===== config.mk =====
export PLATFORM = sky130hd
export DESIGN_NAME = indexed_circular_deque
export DESIGN_NICKNAME = d
export VERILOG_FILES = /design/src/sv/idq_pkg.sv /design/src/sv/idq_ctrl.sv /design/src/sv/idq_datapath.sv /design/src/sv/indexed_circular_deque.sv
export SDC_FILE = /design/constraint.sdc
export NUM_CORES = 1
export LEC_CHECK = 0
export BUFFER_PORTS_ARGS = -buffer_cell sky130_fd_sc_hd__buf_2
export CORE_MARGIN = 3
export CORE_UTILIZATION = 65
export DETAILED_ROUTE_END_ITERATION = 10
export HOLD_SLACK_MARGIN = 0.05
export PLACE_DENSITY_LB_ADDON = 0.2
export RECOVER_POWER = 25
export SLEW_MARGIN = 20
export SYNTH_ARGS = -nofsm -noshare
export SYNTH_HDL_FRONTEND = slang
export SYNTH_HIERARCHICAL = 1
export SYNTH_SLANG_ARGS = --single-unit

===== constraint.sdc =====
create_clock -name clk -period 8.44 [get_ports clk]
set_input_delay 1.688 -clock clk [delete_from_list [all_inputs] [get_ports clk]]
set_output_delay 1.688 -clock clk [all_outputs]
set_load 0.03 [all_outputs]

===== src/sv/idq_pkg.sv =====
// Shared constants, types and helper functions of the indexed circular deque.
package idq_pkg;

  // Storage geometry.
  localparam int CAPACITY   = 16;
  localparam int DATA_WIDTH = 32;
  localparam int PTR_W      = (CAPACITY > 1) ? $clog2(CAPACITY) : 1;
  localparam int CNT_W      = $clog2(CAPACITY + 1);
  localparam int SUM_W      = CNT_W + 1;

  // Request and response field widths.
  localparam int OP_W   = 3;
  localparam int POS_W  = 4;
  localparam int STAT_W = 2;
  localparam int CMP_W  = (CNT_W > POS_W) ? CNT_W : POS_W;

  // Packed stream widths, rounded up to whole bytes.
  localparam int IN_FIELDS_W   = OP_W + POS_W + DATA_WIDTH;
  localparam int OUT_FIELDS_W  = DATA_WIDTH + STAT_W + CNT_W;
  localparam int IN_TDATA_W    = ((IN_FIELDS_W + 7) / 8) * 8;
  localparam int OUT_TDATA_W   = ((OUT_FIELDS_W + 7) / 8) * 8;
  localparam int OUT_STAT_LSB  = DATA_WIDTH;
  localparam int OUT_FILL_LSB  = DATA_WIDTH + STAT_W;

  // Operation codes.
  localparam logic [OP_W-1:0] OP_PUSH_LOW  = 3'd0;
  localparam logic [OP_W-1:0] OP_PUSH_HIGH = 3'd1;
  localparam logic [OP_W-1:0] OP_POP_LOW   = 3'd2;
  localparam logic [OP_W-1:0] OP_POP_HIGH  = 3'd3;
  localparam logic [OP_W-1:0] OP_GET       = 3'd4;
  localparam logic [OP_W-1:0] OP_PUT       = 3'd5;

  // Status codes.
  localparam logic [STAT_W-1:0] ST_OK    = 2'd0;
  localparam logic [STAT_W-1:0] ST_FULL  = 2'd1;
  localparam logic [STAT_W-1:0] ST_EMPTY = 2'd2;
  localparam logic [STAT_W-1:0] ST_RANGE = 2'd3;

  // Commands from the controller to the datapath.
  typedef struct packed {
    logic accept;  // decode the request, update head and fill
    logic access;  // read (and write) the slot store
    logic load;    // move the result into the output register
  } idq_cmd_t;

  // Status from the datapath to the controller.
  typedef struct packed {
    logic out_free;  // output register can take a result this cycle
  } idq_sts_t;

  // Physical slot of a pointer plus an offset, wrapping at the capacity.
  function automatic logic [PTR_W-1:0] wrap_add(input logic [PTR_W-1:0] ptr,
                                                input logic [CNT_W-1:0] off);
    logic [SUM_W-1:0] sum;
    sum = SUM_W'(ptr) + SUM_W'(off);
    if (sum >= SUM_W'(CAPACITY)) begin
      sum = sum - SUM_W'(CAPACITY);
    end
    return PTR_W'(sum);
  endfunction

endpackage


===== src/sv/idq_ctrl.sv =====
// Controller state machine of the indexed circular deque.
module idq_ctrl (
  input  logic              clk,
  input  logic              rst_n,
  input  logic              in_tvalid,
  output logic              in_tready,
  input  idq_pkg::idq_sts_t sts,
  output idq_pkg::idq_cmd_t cmd
);

  localparam logic [1:0] S_IDLE   = 2'd0;
  localparam logic [1:0] S_ACCESS = 2'd1;
  localparam logic [1:0] S_RESULT = 2'd2;

  logic [1:0] state_r;
  logic [1:0] state_nxt;

  // Next state and command decode.
  always_comb begin
    state_nxt  = state_r;
    in_tready  = 1'b0;
    cmd        = '0;
    unique case (state_r)
      S_IDLE: begin
        in_tready = 1'b1;
        if (in_tvalid) begin
          cmd.accept = 1'b1;
          state_nxt  = S_ACCESS;
        end
      end
      S_ACCESS: begin
        cmd.access = 1'b1;
        state_nxt  = S_RESULT;
      end
      S_RESULT: begin
        if (sts.out_free) begin
          cmd.load  = 1'b1;
          state_nxt = S_IDLE;
        end
      end
      default: begin
        state_nxt = S_IDLE;
      end
    endcase
  end

  // State register.
  always_ff @(posedge clk) begin
    if (!rst_n) begin
      state_r <= S_IDLE;
    end else begin
      state_r <= state_nxt;
    end
  end

endmodule


===== src/sv/idq_datapath.sv =====
// Datapath of the indexed circular deque: pointers, slot store and output register.
module idq_datapath (
  input  logic                                clk,
  input  logic                                rst_n,
  input  idq_pkg::idq_cmd_t                   cmd,
  output idq_pkg::idq_sts_t                   sts,
  input  logic [idq_pkg::OP_W-1:0]            opcode,
  input  logic [idq_pkg::POS_W-1:0]           position,
  input  logic [idq_pkg::DATA_WIDTH-1:0]      data_in,
  input  logic                                out_tready,
  output logic                                out_tvalid,
  output logic [idq_pkg::DATA_WIDTH-1:0]      data_out,
  output logic [idq_pkg::STAT_W-1:0]          status,
  output logic [idq_pkg::CNT_W-1:0]           fill_level
);

  // Slot store.
  logic [idq_pkg::DATA_WIDTH-1:0] mem [idq_pkg::CAPACITY];

  // Pointer state.
  logic [idq_pkg::PTR_W-1:0]      head_r, head_nxt;
  logic [idq_pkg::CNT_W-1:0]      fill_r, fill_nxt;

  // Decoded request held for the access and result cycles.
  logic [idq_pkg::PTR_W-1:0]      addr_r, addr_nxt;
  logic                           wr_en_r, wr_en_nxt;
  logic                           use_rd_r, use_rd_nxt;
  logic                           use_din_r, use_din_nxt;
  logic [idq_pkg::STAT_W-1:0]     stat_r, stat_nxt;
  logic [idq_pkg::DATA_WIDTH-1:0] din_r;
  logic [idq_pkg::DATA_WIDTH-1:0] rd_data_r;

  // Output register.
  logic                           out_valid_r;
  logic [idq_pkg::DATA_WIDTH-1:0] out_data_r;
  logic [idq_pkg::STAT_W-1:0]     out_stat_r;
  logic [idq_pkg::CNT_W-1:0]      out_fill_r;

  logic                           is_full;
  logic                           is_empty;
  logic                           pos_ok;
  logic [idq_pkg::PTR_W-1:0]      head_dec;
  logic [idq_pkg::PTR_W-1:0]      head_inc;

  assign is_full  = (fill_r == idq_pkg::CNT_W'(idq_pkg::CAPACITY));
  assign is_empty = (fill_r == '0);
  assign pos_ok   = (idq_pkg::CMP_W'(position) < idq_pkg::CMP_W'(fill_r));
  assign head_dec = (head_r == '0) ? idq_pkg::PTR_W'(idq_pkg::CAPACITY - 1)
                                   : head_r - 1'b1;
  assign head_inc = (head_r == idq_pkg::PTR_W'(idq_pkg::CAPACITY - 1)) ? '0
                                                                        : head_r + 1'b1;

  // Request decode: slot address, pointer updates and status.
  always_comb begin
    head_nxt    = head_r;
    fill_nxt    = fill_r;
    addr_nxt    = head_r;
    wr_en_nxt   = 1'b0;
    use_rd_nxt  = 1'b0;
    use_din_nxt = 1'b0;
    stat_nxt    = idq_pkg::ST_OK;
    unique case (opcode)
      idq_pkg::OP_PUSH_LOW: begin
        if (is_full) begin
          stat_nxt = idq_pkg::ST_FULL;
        end else begin
          head_nxt    = head_dec;
          addr_nxt    = head_dec;
          fill_nxt    = fill_r + 1'b1;
          wr_en_nxt   = 1'b1;
          use_din_nxt = 1'b1;
        end
      end
      idq_pkg::OP_PUSH_HIGH: begin
        if (is_full) begin
          stat_nxt = idq_pkg::ST_FULL;
        end else begin
          addr_nxt    = idq_pkg::wrap_add(head_r, fill_r);
          fill_nxt    = fill_r + 1'b1;
          wr_en_nxt   = 1'b1;
          use_din_nxt = 1'b1;
        end
      end
      idq_pkg::OP_POP_LOW: begin
        if (is_empty) begin
          stat_nxt = idq_pkg::ST_EMPTY;
        end else begin
          addr_nxt   = head_r;
          head_nxt   = head_inc;
          fill_nxt   = fill_r - 1'b1;
          use_rd_nxt = 1'b1;
        end
      end
      idq_pkg::OP_POP_HIGH: begin
        if (is_empty) begin
          stat_nxt = idq_pkg::ST_EMPTY;
        end else begin
          addr_nxt   = idq_pkg::wrap_add(head_r, fill_r - 1'b1);
          fill_nxt   = fill_r - 1'b1;
          use_rd_nxt = 1'b1;
        end
      end
      idq_pkg::OP_GET: begin
        if (!pos_ok) begin
          stat_nxt = idq_pkg::ST_RANGE;
        end else begin
          addr_nxt   = idq_pkg::wrap_add(head_r, idq_pkg::CNT_W'(position));
          use_rd_nxt = 1'b1;
        end
      end
      idq_pkg::OP_PUT: begin
        if (!pos_ok) begin
          stat_nxt = idq_pkg::ST_RANGE;
        end else begin
          addr_nxt   = idq_pkg::wrap_add(head_r, idq_pkg::CNT_W'(position));
          wr_en_nxt  = 1'b1;
          use_rd_nxt = 1'b1;
        end
      end
      default: begin
        // Unused codes leave everything unchanged and answer ok with zero data.
        stat_nxt = idq_pkg::ST_OK;
      end
    endcase
  end

  // Pointer state, updated when a transaction is accepted.
  always_ff @(posedge clk) begin
    if (!rst_n) begin
      head_r <= '0;
      fill_r <= '0;
    end else if (cmd.accept) begin
      head_r <= head_nxt;
      fill_r <= fill_nxt;
    end
  end

  // Decoded request, held until the result is loaded.
  always_ff @(posedge clk) begin
    if (cmd.accept) begin
      addr_r    <= addr_nxt;
      wr_en_r   <= wr_en_nxt;
      use_rd_r  <= use_rd_nxt;
      use_din_r <= use_din_nxt;
      stat_r    <= stat_nxt;
      din_r     <= data_in;
    end
  end

  // Single-port store: the registered read returns the old value on a put.
  always_ff @(posedge clk) begin
    if (cmd.access) begin
      rd_data_r <= mem[addr_r];
      if (wr_en_r) begin
        mem[addr_r] <= din_r;
      end
    end
  end

  // Output register valid flag.
  always_ff @(posedge clk) begin
    if (!rst_n) begin
      out_valid_r <= 1'b0;
    end else if (cmd.load) begin
      out_valid_r <= 1'b1;
    end else if (out_tready) begin
      out_valid_r <= 1'b0;
    end
  end

  // Output register payload.
  always_ff @(posedge clk) begin
    if (cmd.load) begin
      if (use_rd_r) begin
        out_data_r <= rd_data_r;
      end else if (use_din_r) begin
        out_data_r <= din_r;
      end else begin
        out_data_r <= '0;
      end
      out_stat_r <= stat_r;
      out_fill_r <= fill_r;
    end
  end

  assign sts.out_free = !out_valid_r || out_tready;
  assign out_tvalid   = out_valid_r;
  assign data_out     = out_data_r;
  assign status       = out_stat_r;
  assign fill_level   = out_fill_r;

endmodule


===== src/sv/indexed_circular_deque.sv =====
// Top level of the indexed circular deque: stream ports, controller and datapath.
//
// A fixed-capacity double-ended queue of 16 words of 32 bits with a head
// pointer and a fill count. Each request pushes or pops at either end, reads
// the element at a logical index, or overwrites it and returns the old value;
// exactly one response follows each request, in order. Pushes on a full store,
// pops on an empty one and indexes at or past the fill level report a status
// code, return zero data and change nothing. A request is decoded in the cycle
// that accepts it, accesses the single-port slot store with its registered
// read in the next cycle, and is then loaded into the output register once
// that register is free. The block takes no new request until the previous
// one is loaded. A response waiting in the output register does not block
// acceptance of the next request; the load of that request waits as long as
// the waiting response is held. Unused opcodes answer ok with zero data.
module indexed_circular_deque (
  input  logic                            clk,
  input  logic                            rst_n,
  input  logic                            in_tvalid,
  output logic                            in_tready,
  // [2:0] opcode, [6:3] position, [38:7] data_in, [39] zero
  input  logic [idq_pkg::IN_TDATA_W-1:0]  in_tdata,
  output logic                            out_tvalid,
  input  logic                            out_tready,
  // [31:0] data_out, [33:32] status, [38:34] fill_level, [39] zero
  output logic [idq_pkg::OUT_TDATA_W-1:0] out_tdata
);

  idq_pkg::idq_cmd_t              cmd;
  idq_pkg::idq_sts_t              sts;
  logic [idq_pkg::OP_W-1:0]       opcode;
  logic [idq_pkg::POS_W-1:0]      position;
  logic [idq_pkg::DATA_WIDTH-1:0] data_in;
  logic [idq_pkg::DATA_WIDTH-1:0] data_out;
  logic [idq_pkg::STAT_W-1:0]     status;
  logic [idq_pkg::CNT_W-1:0]      fill_level;

  // Unpack the request fields.
  assign opcode   = in_tdata[idq_pkg::OP_W-1:0];
  assign position = in_tdata[idq_pkg::OP_W +: idq_pkg::POS_W];
  assign data_in  = in_tdata[idq_pkg::OP_W + idq_pkg::POS_W +: idq_pkg::DATA_WIDTH];

  // Pack the response fields, zero padded to whole bytes.
  assign out_tdata = idq_pkg::OUT_TDATA_W'({fill_level, status, data_out});

  idq_ctrl u_ctrl (
    .clk       (clk),
    .rst_n     (rst_n),
    .in_tvalid (in_tvalid),
    .in_tready (in_tready),
    .sts       (sts),
    .cmd       (cmd)
  );

  idq_datapath u_datapath (
    .clk        (clk),
    .rst_n      (rst_n),
    .cmd        (cmd),
    .sts        (sts),
    .opcode     (opcode),
    .position   (position),
    .data_in    (data_in),
    .out_tready (out_tready),
    .out_tvalid (out_tvalid),
    .data_out   (data_out),
    .status     (status),
    .fill_level (fill_level)
  );

endmodule


[Word-level counts from Yosys, hierarchy flattened]
Memory sizes are Yosys's and may differ from the RTL's. A register that Yosys moved wholly into a read port is not among the register bits.
Cells that the tools add are included.
Cells by class
  add/sub/neg operators: 10
  eq/ne operators: 14
  reductions and logical operators: 15
  multiplexer cells: 40
  magnitude comparators: 4
Operators with widths (number)
  32-bit 2-to-1 mux: 2
  4-bit 2-to-1 mux: 10
  4-bit case mux with 4 select lines: 1
  4-bit by 1-bit subtractor with 4-bit output, second input constant: 4
  1-bit 2-to-1 mux: 15
  4-bit by 5-bit adder with 6-bit output: 2
  6-bit by 5-bit >= comparator with 1-bit output, second input constant: 2
  2-bit case mux with 3 select lines: 2
  5-bit 2-to-1 mux: 2
  2-bit != test, second input constant: 5
  5-bit case mux with 2 select lines: 1
  2-bit 2-to-1 mux: 4
  4-bit case mux with 2 select lines: 1
  3-bit by 2-bit equality test with 1-bit output, second input constant: 2
  3-bit equality test, second input constant: 2
  2-bit nonzero test: 3
  2-bit OR reduction: 3
  4-bit by 4-bit adder with 5-bit output: 1
  5-bit by 1-bit adder with 5-bit output, second input constant: 1
  5-bit equality test, second input constant: 1
  5-bit >= comparator, second input constant: 1
  5-bit zero test: 1
  4-bit by 5-bit < comparator with 1-bit output: 1
  5-bit by 1-bit subtractor with 5-bit output, second input constant: 1
  14 further kinds: 15
Word-level totals
  input bits: 44
  bits in writable memories: 512
  register bits: 92
  memories: 1
Memory list
  u_datapath.mem: words 16, width 32, read ports 1, clocked after Yosys merged registers in 1, wr ports 1, line idq_datapath.sv:18  | logic [idq_pkg::DATA_WIDTH-1:0] mem [idq_pkg::CAPACITY];

[Logic depth before layout (Yosys ltp)]
  word-level depth: 6
  depth in mapped cells: 10
  gate-level depth less buffers: 10

[Modules after synthesis]
The synthesis kept the hierarchy.
Modules (own cells, without submodules)
  idq_datapath: seq. area each 18938.2 um^2, area each 24438.4 um^2, cells an instance 1080, times used 1
  idq_ctrl: seq. area each 40.0 um^2, area each 95.1 um^2, cells an instance 9, times used 1
  indexed_circular_deque: seq. area each 0.0 um^2, area each 11.3 um^2, cells an instance 2, times used 1

[Worst setup path after synthesis]
OpenSTA, ideal clock, no wires.
  path type: reg-to-reg
  start: register u_ctrl.state_r[0]
  end: memory u_datapath/mem[0][0] (netlist name) (enable)
  stages on the path, launching flop included: 5
  buffers on the path: 0
  setup slack: 3832 ps
  library setup time: 461 ps
  data required time: 7979 ps
  period minus slack after synthesis: 4608 ps
  arrival: 4147 ps
  cells stage by stage: dfxtp_1 > nor2b_2 > nand2_1 > or3_1 > nor3_1
RTL lines
  from (decl): line idq_ctrl.sv:15  | logic [1:0] state_r;
  from (signal assigned): line idq_ctrl.sv:52  | state_r <= state_nxt;
  to (decl): line idq_datapath.sv:18

==> impl_results.md <==
* Max-slew violations at 0
* Worst-Skew Late Latency at 620 ps
* Pin count of the biggest net entering global routing at 51
* Final Util at 74.5%
* Outcome: complete, no violations
* Met3 track demand over resource at 5.38%
* Antenna violations before repair at 0
* Portion of the post-synthesis area used by sequential elements at 77.3%
* Net count of the finished layout at 1284
* Number of maximum-capacitance constraint violations at 0
* Post-CTS Resized at 0
* Fin crit period at 3350 ps
* Layout area overhead at 11.9%
* Global routing met1 resource utilization at 37.0%
* Count of state elements after synthesis at 636
* Mapped Area at 24500 um^2
* Worst Hold Slack at 426 ps
* Unique cell type count in the Yosys netlist at 55
* Final setup fails at 0
* Reg-to-reg critical path endpoint: u_datapath/mem[12][8]
* Chip width at 200 um
* Ratio of total power to cell area at 235 nW/um^2
* Type of the worst setup path: flop to flop
* Num Clock Sinks at 636
* Post-route clock period utilization at 39.7%
* Routed WL at 52.1 mm
* Register-to-Register Path Depth at 5
* Hold Startpoint: u_datapath/stat_r[1]
* Overflow after GRT at 0
* Number of top-level design ports at 86
* Reg2Reg Launch Point: u_ctrl/state_r[0]
* Leading area contributor after synthesis: edfxtp_1
* Arrival time at the worst endpoint at 3600 ps
* Worst slew pin tran at 942 ps
* Initial Utilization at 66.6%
* Post-synthesis instance total at 1091
* Global routing usage summed across all routing layers at 26.5%
* Clock tree skew after final layout at 26.0 ps
* M2 GR Usage at 42.9%
* Number of enable-type register cells in the synthesized netlist at 624
* Ys async rst share at 0%
* Count of unresolved DRC violations after routing at 0
* Vias per std cell at 6.59
* Count of inserted antenna diode cells at 0
* Hold/Removal Path Class: flop to flop
* Busiest layer in global routing: met2
* Setup TNS after final layout at 0 ps
* Number of warnings reported in the yosys synthesis log at 6
* Number of buffers inserted during clock tree synthesis at 60
* Kind of end point of the critical path: flop
* IO Port Bufs at 83
* Number of cell rows at 70
* Sort of element at the start of the critical path: flop
* Core box area at 36900 um^2
* H-tree levels at 2
* Total power at 0.00647 W
* First-pass GRT wire length at 78.1 mm
* Worst setup slack for register-to-register paths at 5090 ps
* Post-cts hold buffer count at 0
* Post-synth top area share at 76.3%
* Primary FF master, synth: edfxtp_1
* Number of post-CTS setup repair buffers at 0
* Routability congestion estimate from global placement at 0.815
* Worst slew slack as a fraction of its limit at 37.2%
* Vertical extent of the die at 200 um
* Number of iterations in the first detailed-routing pass at 5
* Worst EP required at 8690 ps
* Vias in the first global route at 12200
* Peak ir drop on the vdd network at 186 uV
* Endpoint of the worst hold path: u_datapath/status[1]
* Fmax at 299 MHz
* Largest buffer count on any clock path at 3
* Detailed placement HPWL at 27.1 mm
* 1st-iter DRT viols at 1306
* Clk Tree Root Cell: clkbuf_16
* Synthesized netlist net count at 1159
* Fraction of layout instances using a drive strength above 1 at 29.8%
* Fin worst setup slack at 5090 ps
* Clock tree from TritonCTS: done
* Setup Slack @ Placement at 4900 ps
* RSZ-0062 raised after global routing: no
* Hold violation count in the final report at 0
* Leakage power at 8.83 nW
* Die Footprint at 40100 um^2
* Largest driver fanout on the critical path at 19
* Via count at 11600
* Post-synthesis area per instance at 22.5 um^2
* Hold Crit Depth at 0
* Number of nets with antenna violations after detailed routing at 0
* Post-CTS clock slew at the launch and capture registers of the worst setup and hold paths at 60 ps
* Post-DR wirelength/cell at 29.5 um
* Ranking of synthesized cells by area: edfxtp_1 (76%), mux4_2 (15%), a22o_1 (1.1%), ha_1 (1.1%), dfxtp_1 (0.98%)
[cells in the mapped netlist (2+ instances only)]
cell	n
a31oi_1	3
ha_1	21
xor2_1	4
mux2i_1	2
o41ai_1	2
nor2_1	29
nand2_1	18
clkbuf_1	23
nor2b_1	3
buf_2	12
edfxtp_1	624
mux4_2	160
a21oi_1	12
a221o_1	2
and2_1	3
o211ai_1	2
fa_1	3
buf_6	9
nand4_1	2
or4_1	2
inv_1	18
o211a_1	2
a22o_1	32
nor3b_1	2
a211oi_1	5
nand3_1	8
nor3_1	10
o21ai_0	12
buf_1	10
o21a_1	2
nand2b_1	6
a21o_1	3
dfxtp_1	12
xnor2_1	8
a21boi_0	4
o22ai_1	2
[placed cells by master, fill, tap and decap left out, types with 3 or more instances in the layout]
master     count
a21o_1         3
buf_4         35
nand2b_1       6
o21ai_0       12
dfxtp_1       12
a22o_1        32
ha_1          21
clkbuf_16     60
xor2_1         4
a21boi_0       4
nor3_1         6
clkinv_1       8
a31oi_1        3
clkbuf_1      24
xnor2_1        8
nand3_1        8
nor3_2         4
and2_1         3
a211oi_1       5
fa_1           3
mux4_2       160
clkbuf_8       4
clkinv_2       8
buf_2         83
a21oi_1       12
nand2_1       18
inv_1         18
edfxtp_1     624
nor2_4        12
nor2_1        17
[worst max-delay path by stage]
stage | endpoint | slack (ps) | start
floorplan | u_datapath/mem[0][0] | 3830 | u_ctrl/state_r[0]
global placement | u_datapath/addr_r[0] | 4970 | in_tdata[4]
detailed placement | u_datapath/addr_r[0] | 4900 | in_tdata[1]
CTS | u_datapath/rd_data_r[22] | 5000 | u_datapath/addr_r[0]
global route | u_datapath/rd_data_r[22] | 4880 | u_datapath/addr_r[0]
finish | u_datapath/mem[12][8] | 5090 | u_ctrl/state_r[0]
[report_power, final]
group | leakage, nW | switching [W] | total [W] | internal, W
clock network | 0.870 | 0.00109 | 0.00246 | 0.00137
registers | 5.75 | 0.0000563 | 0.00359 | 0.00353
logic | 2.21 | 0.000222 | 0.000418 | 0.000197
total | 8.83 | 0.00136 | 0.00647 | 0.00510
[final cells by class]
class | count | area (um^2)
flip-flops and latches | 636 | 19000
fillers | 1995 | 9400
multi-input cells | 382 | 5340
clock buffers | 88 | 1650
repair buffers | 118 | 678
well taps | 504 | 631
clock inverters | 20 | 134
inverters | 18 | 67.6
[layer usage]
layer,vias to the layer above,routed length [um]
met3,119,4670
met5,-,0
met1,6046,19600
met4,0,1670
li1,4844,-
met2,631,26200
[worst max-delay path, cell delays in order, from the launching register on]
cell and delay [ps]:
dfxtp_1 450, nor2b_4 660, nand2_1 220, or3_1 520
nor2_4 640, buf_4 500
[kinds of logic (layout without fill, tap and decap cells)]
group | count (synthesis) | in the layout | share of synthesized area, %
buffers and inverters | 73 | 244 | 1.47
AO/OA/AOI/OAI | 92 | 92 | 2.80
other | 1 | 1 | 0.0153
AND/OR/NAND/NOR | 91 | 91 | 1.89
multiplexers | 162 | 162 | 14.8
adder cells (fa/ha/maj) | 24 | 24 | 1.32
flip-flops | 636 | 636 | 77.3
XOR/XNOR | 12 | 12 | 0.428
[state kept, by name (all words and copies together) (netlist names)]
register	count
u_datapath/out_tvalid	1
u_datapath/use_din_r	1
u_datapath/stat_r	2
u_datapath/status	2
u_ctrl/state_r	2
u_datapath/din_r	32
u_datapath/fill_level	5
u_datapath/fill_r	5
u_datapath/use_rd_r	1
u_datapath/mem	512
u_datapath/rd_data_r	32
u_datapath/data_out	32
u_datapath/wr_en_r	1
u_datapath/addr_r	4
u_datapath/head_r	4
[per-stage QoR]
step | instances | area [um^2]
after floorplan | 1091 | 24500
after global placement | 1658 | 25700
after detailed placement | 1658 | 25700
after CTS | 1766 | 27500
after global routing | 1766 | 27500
final | 1766 | 27500
(Power assumes the default switching activity.)
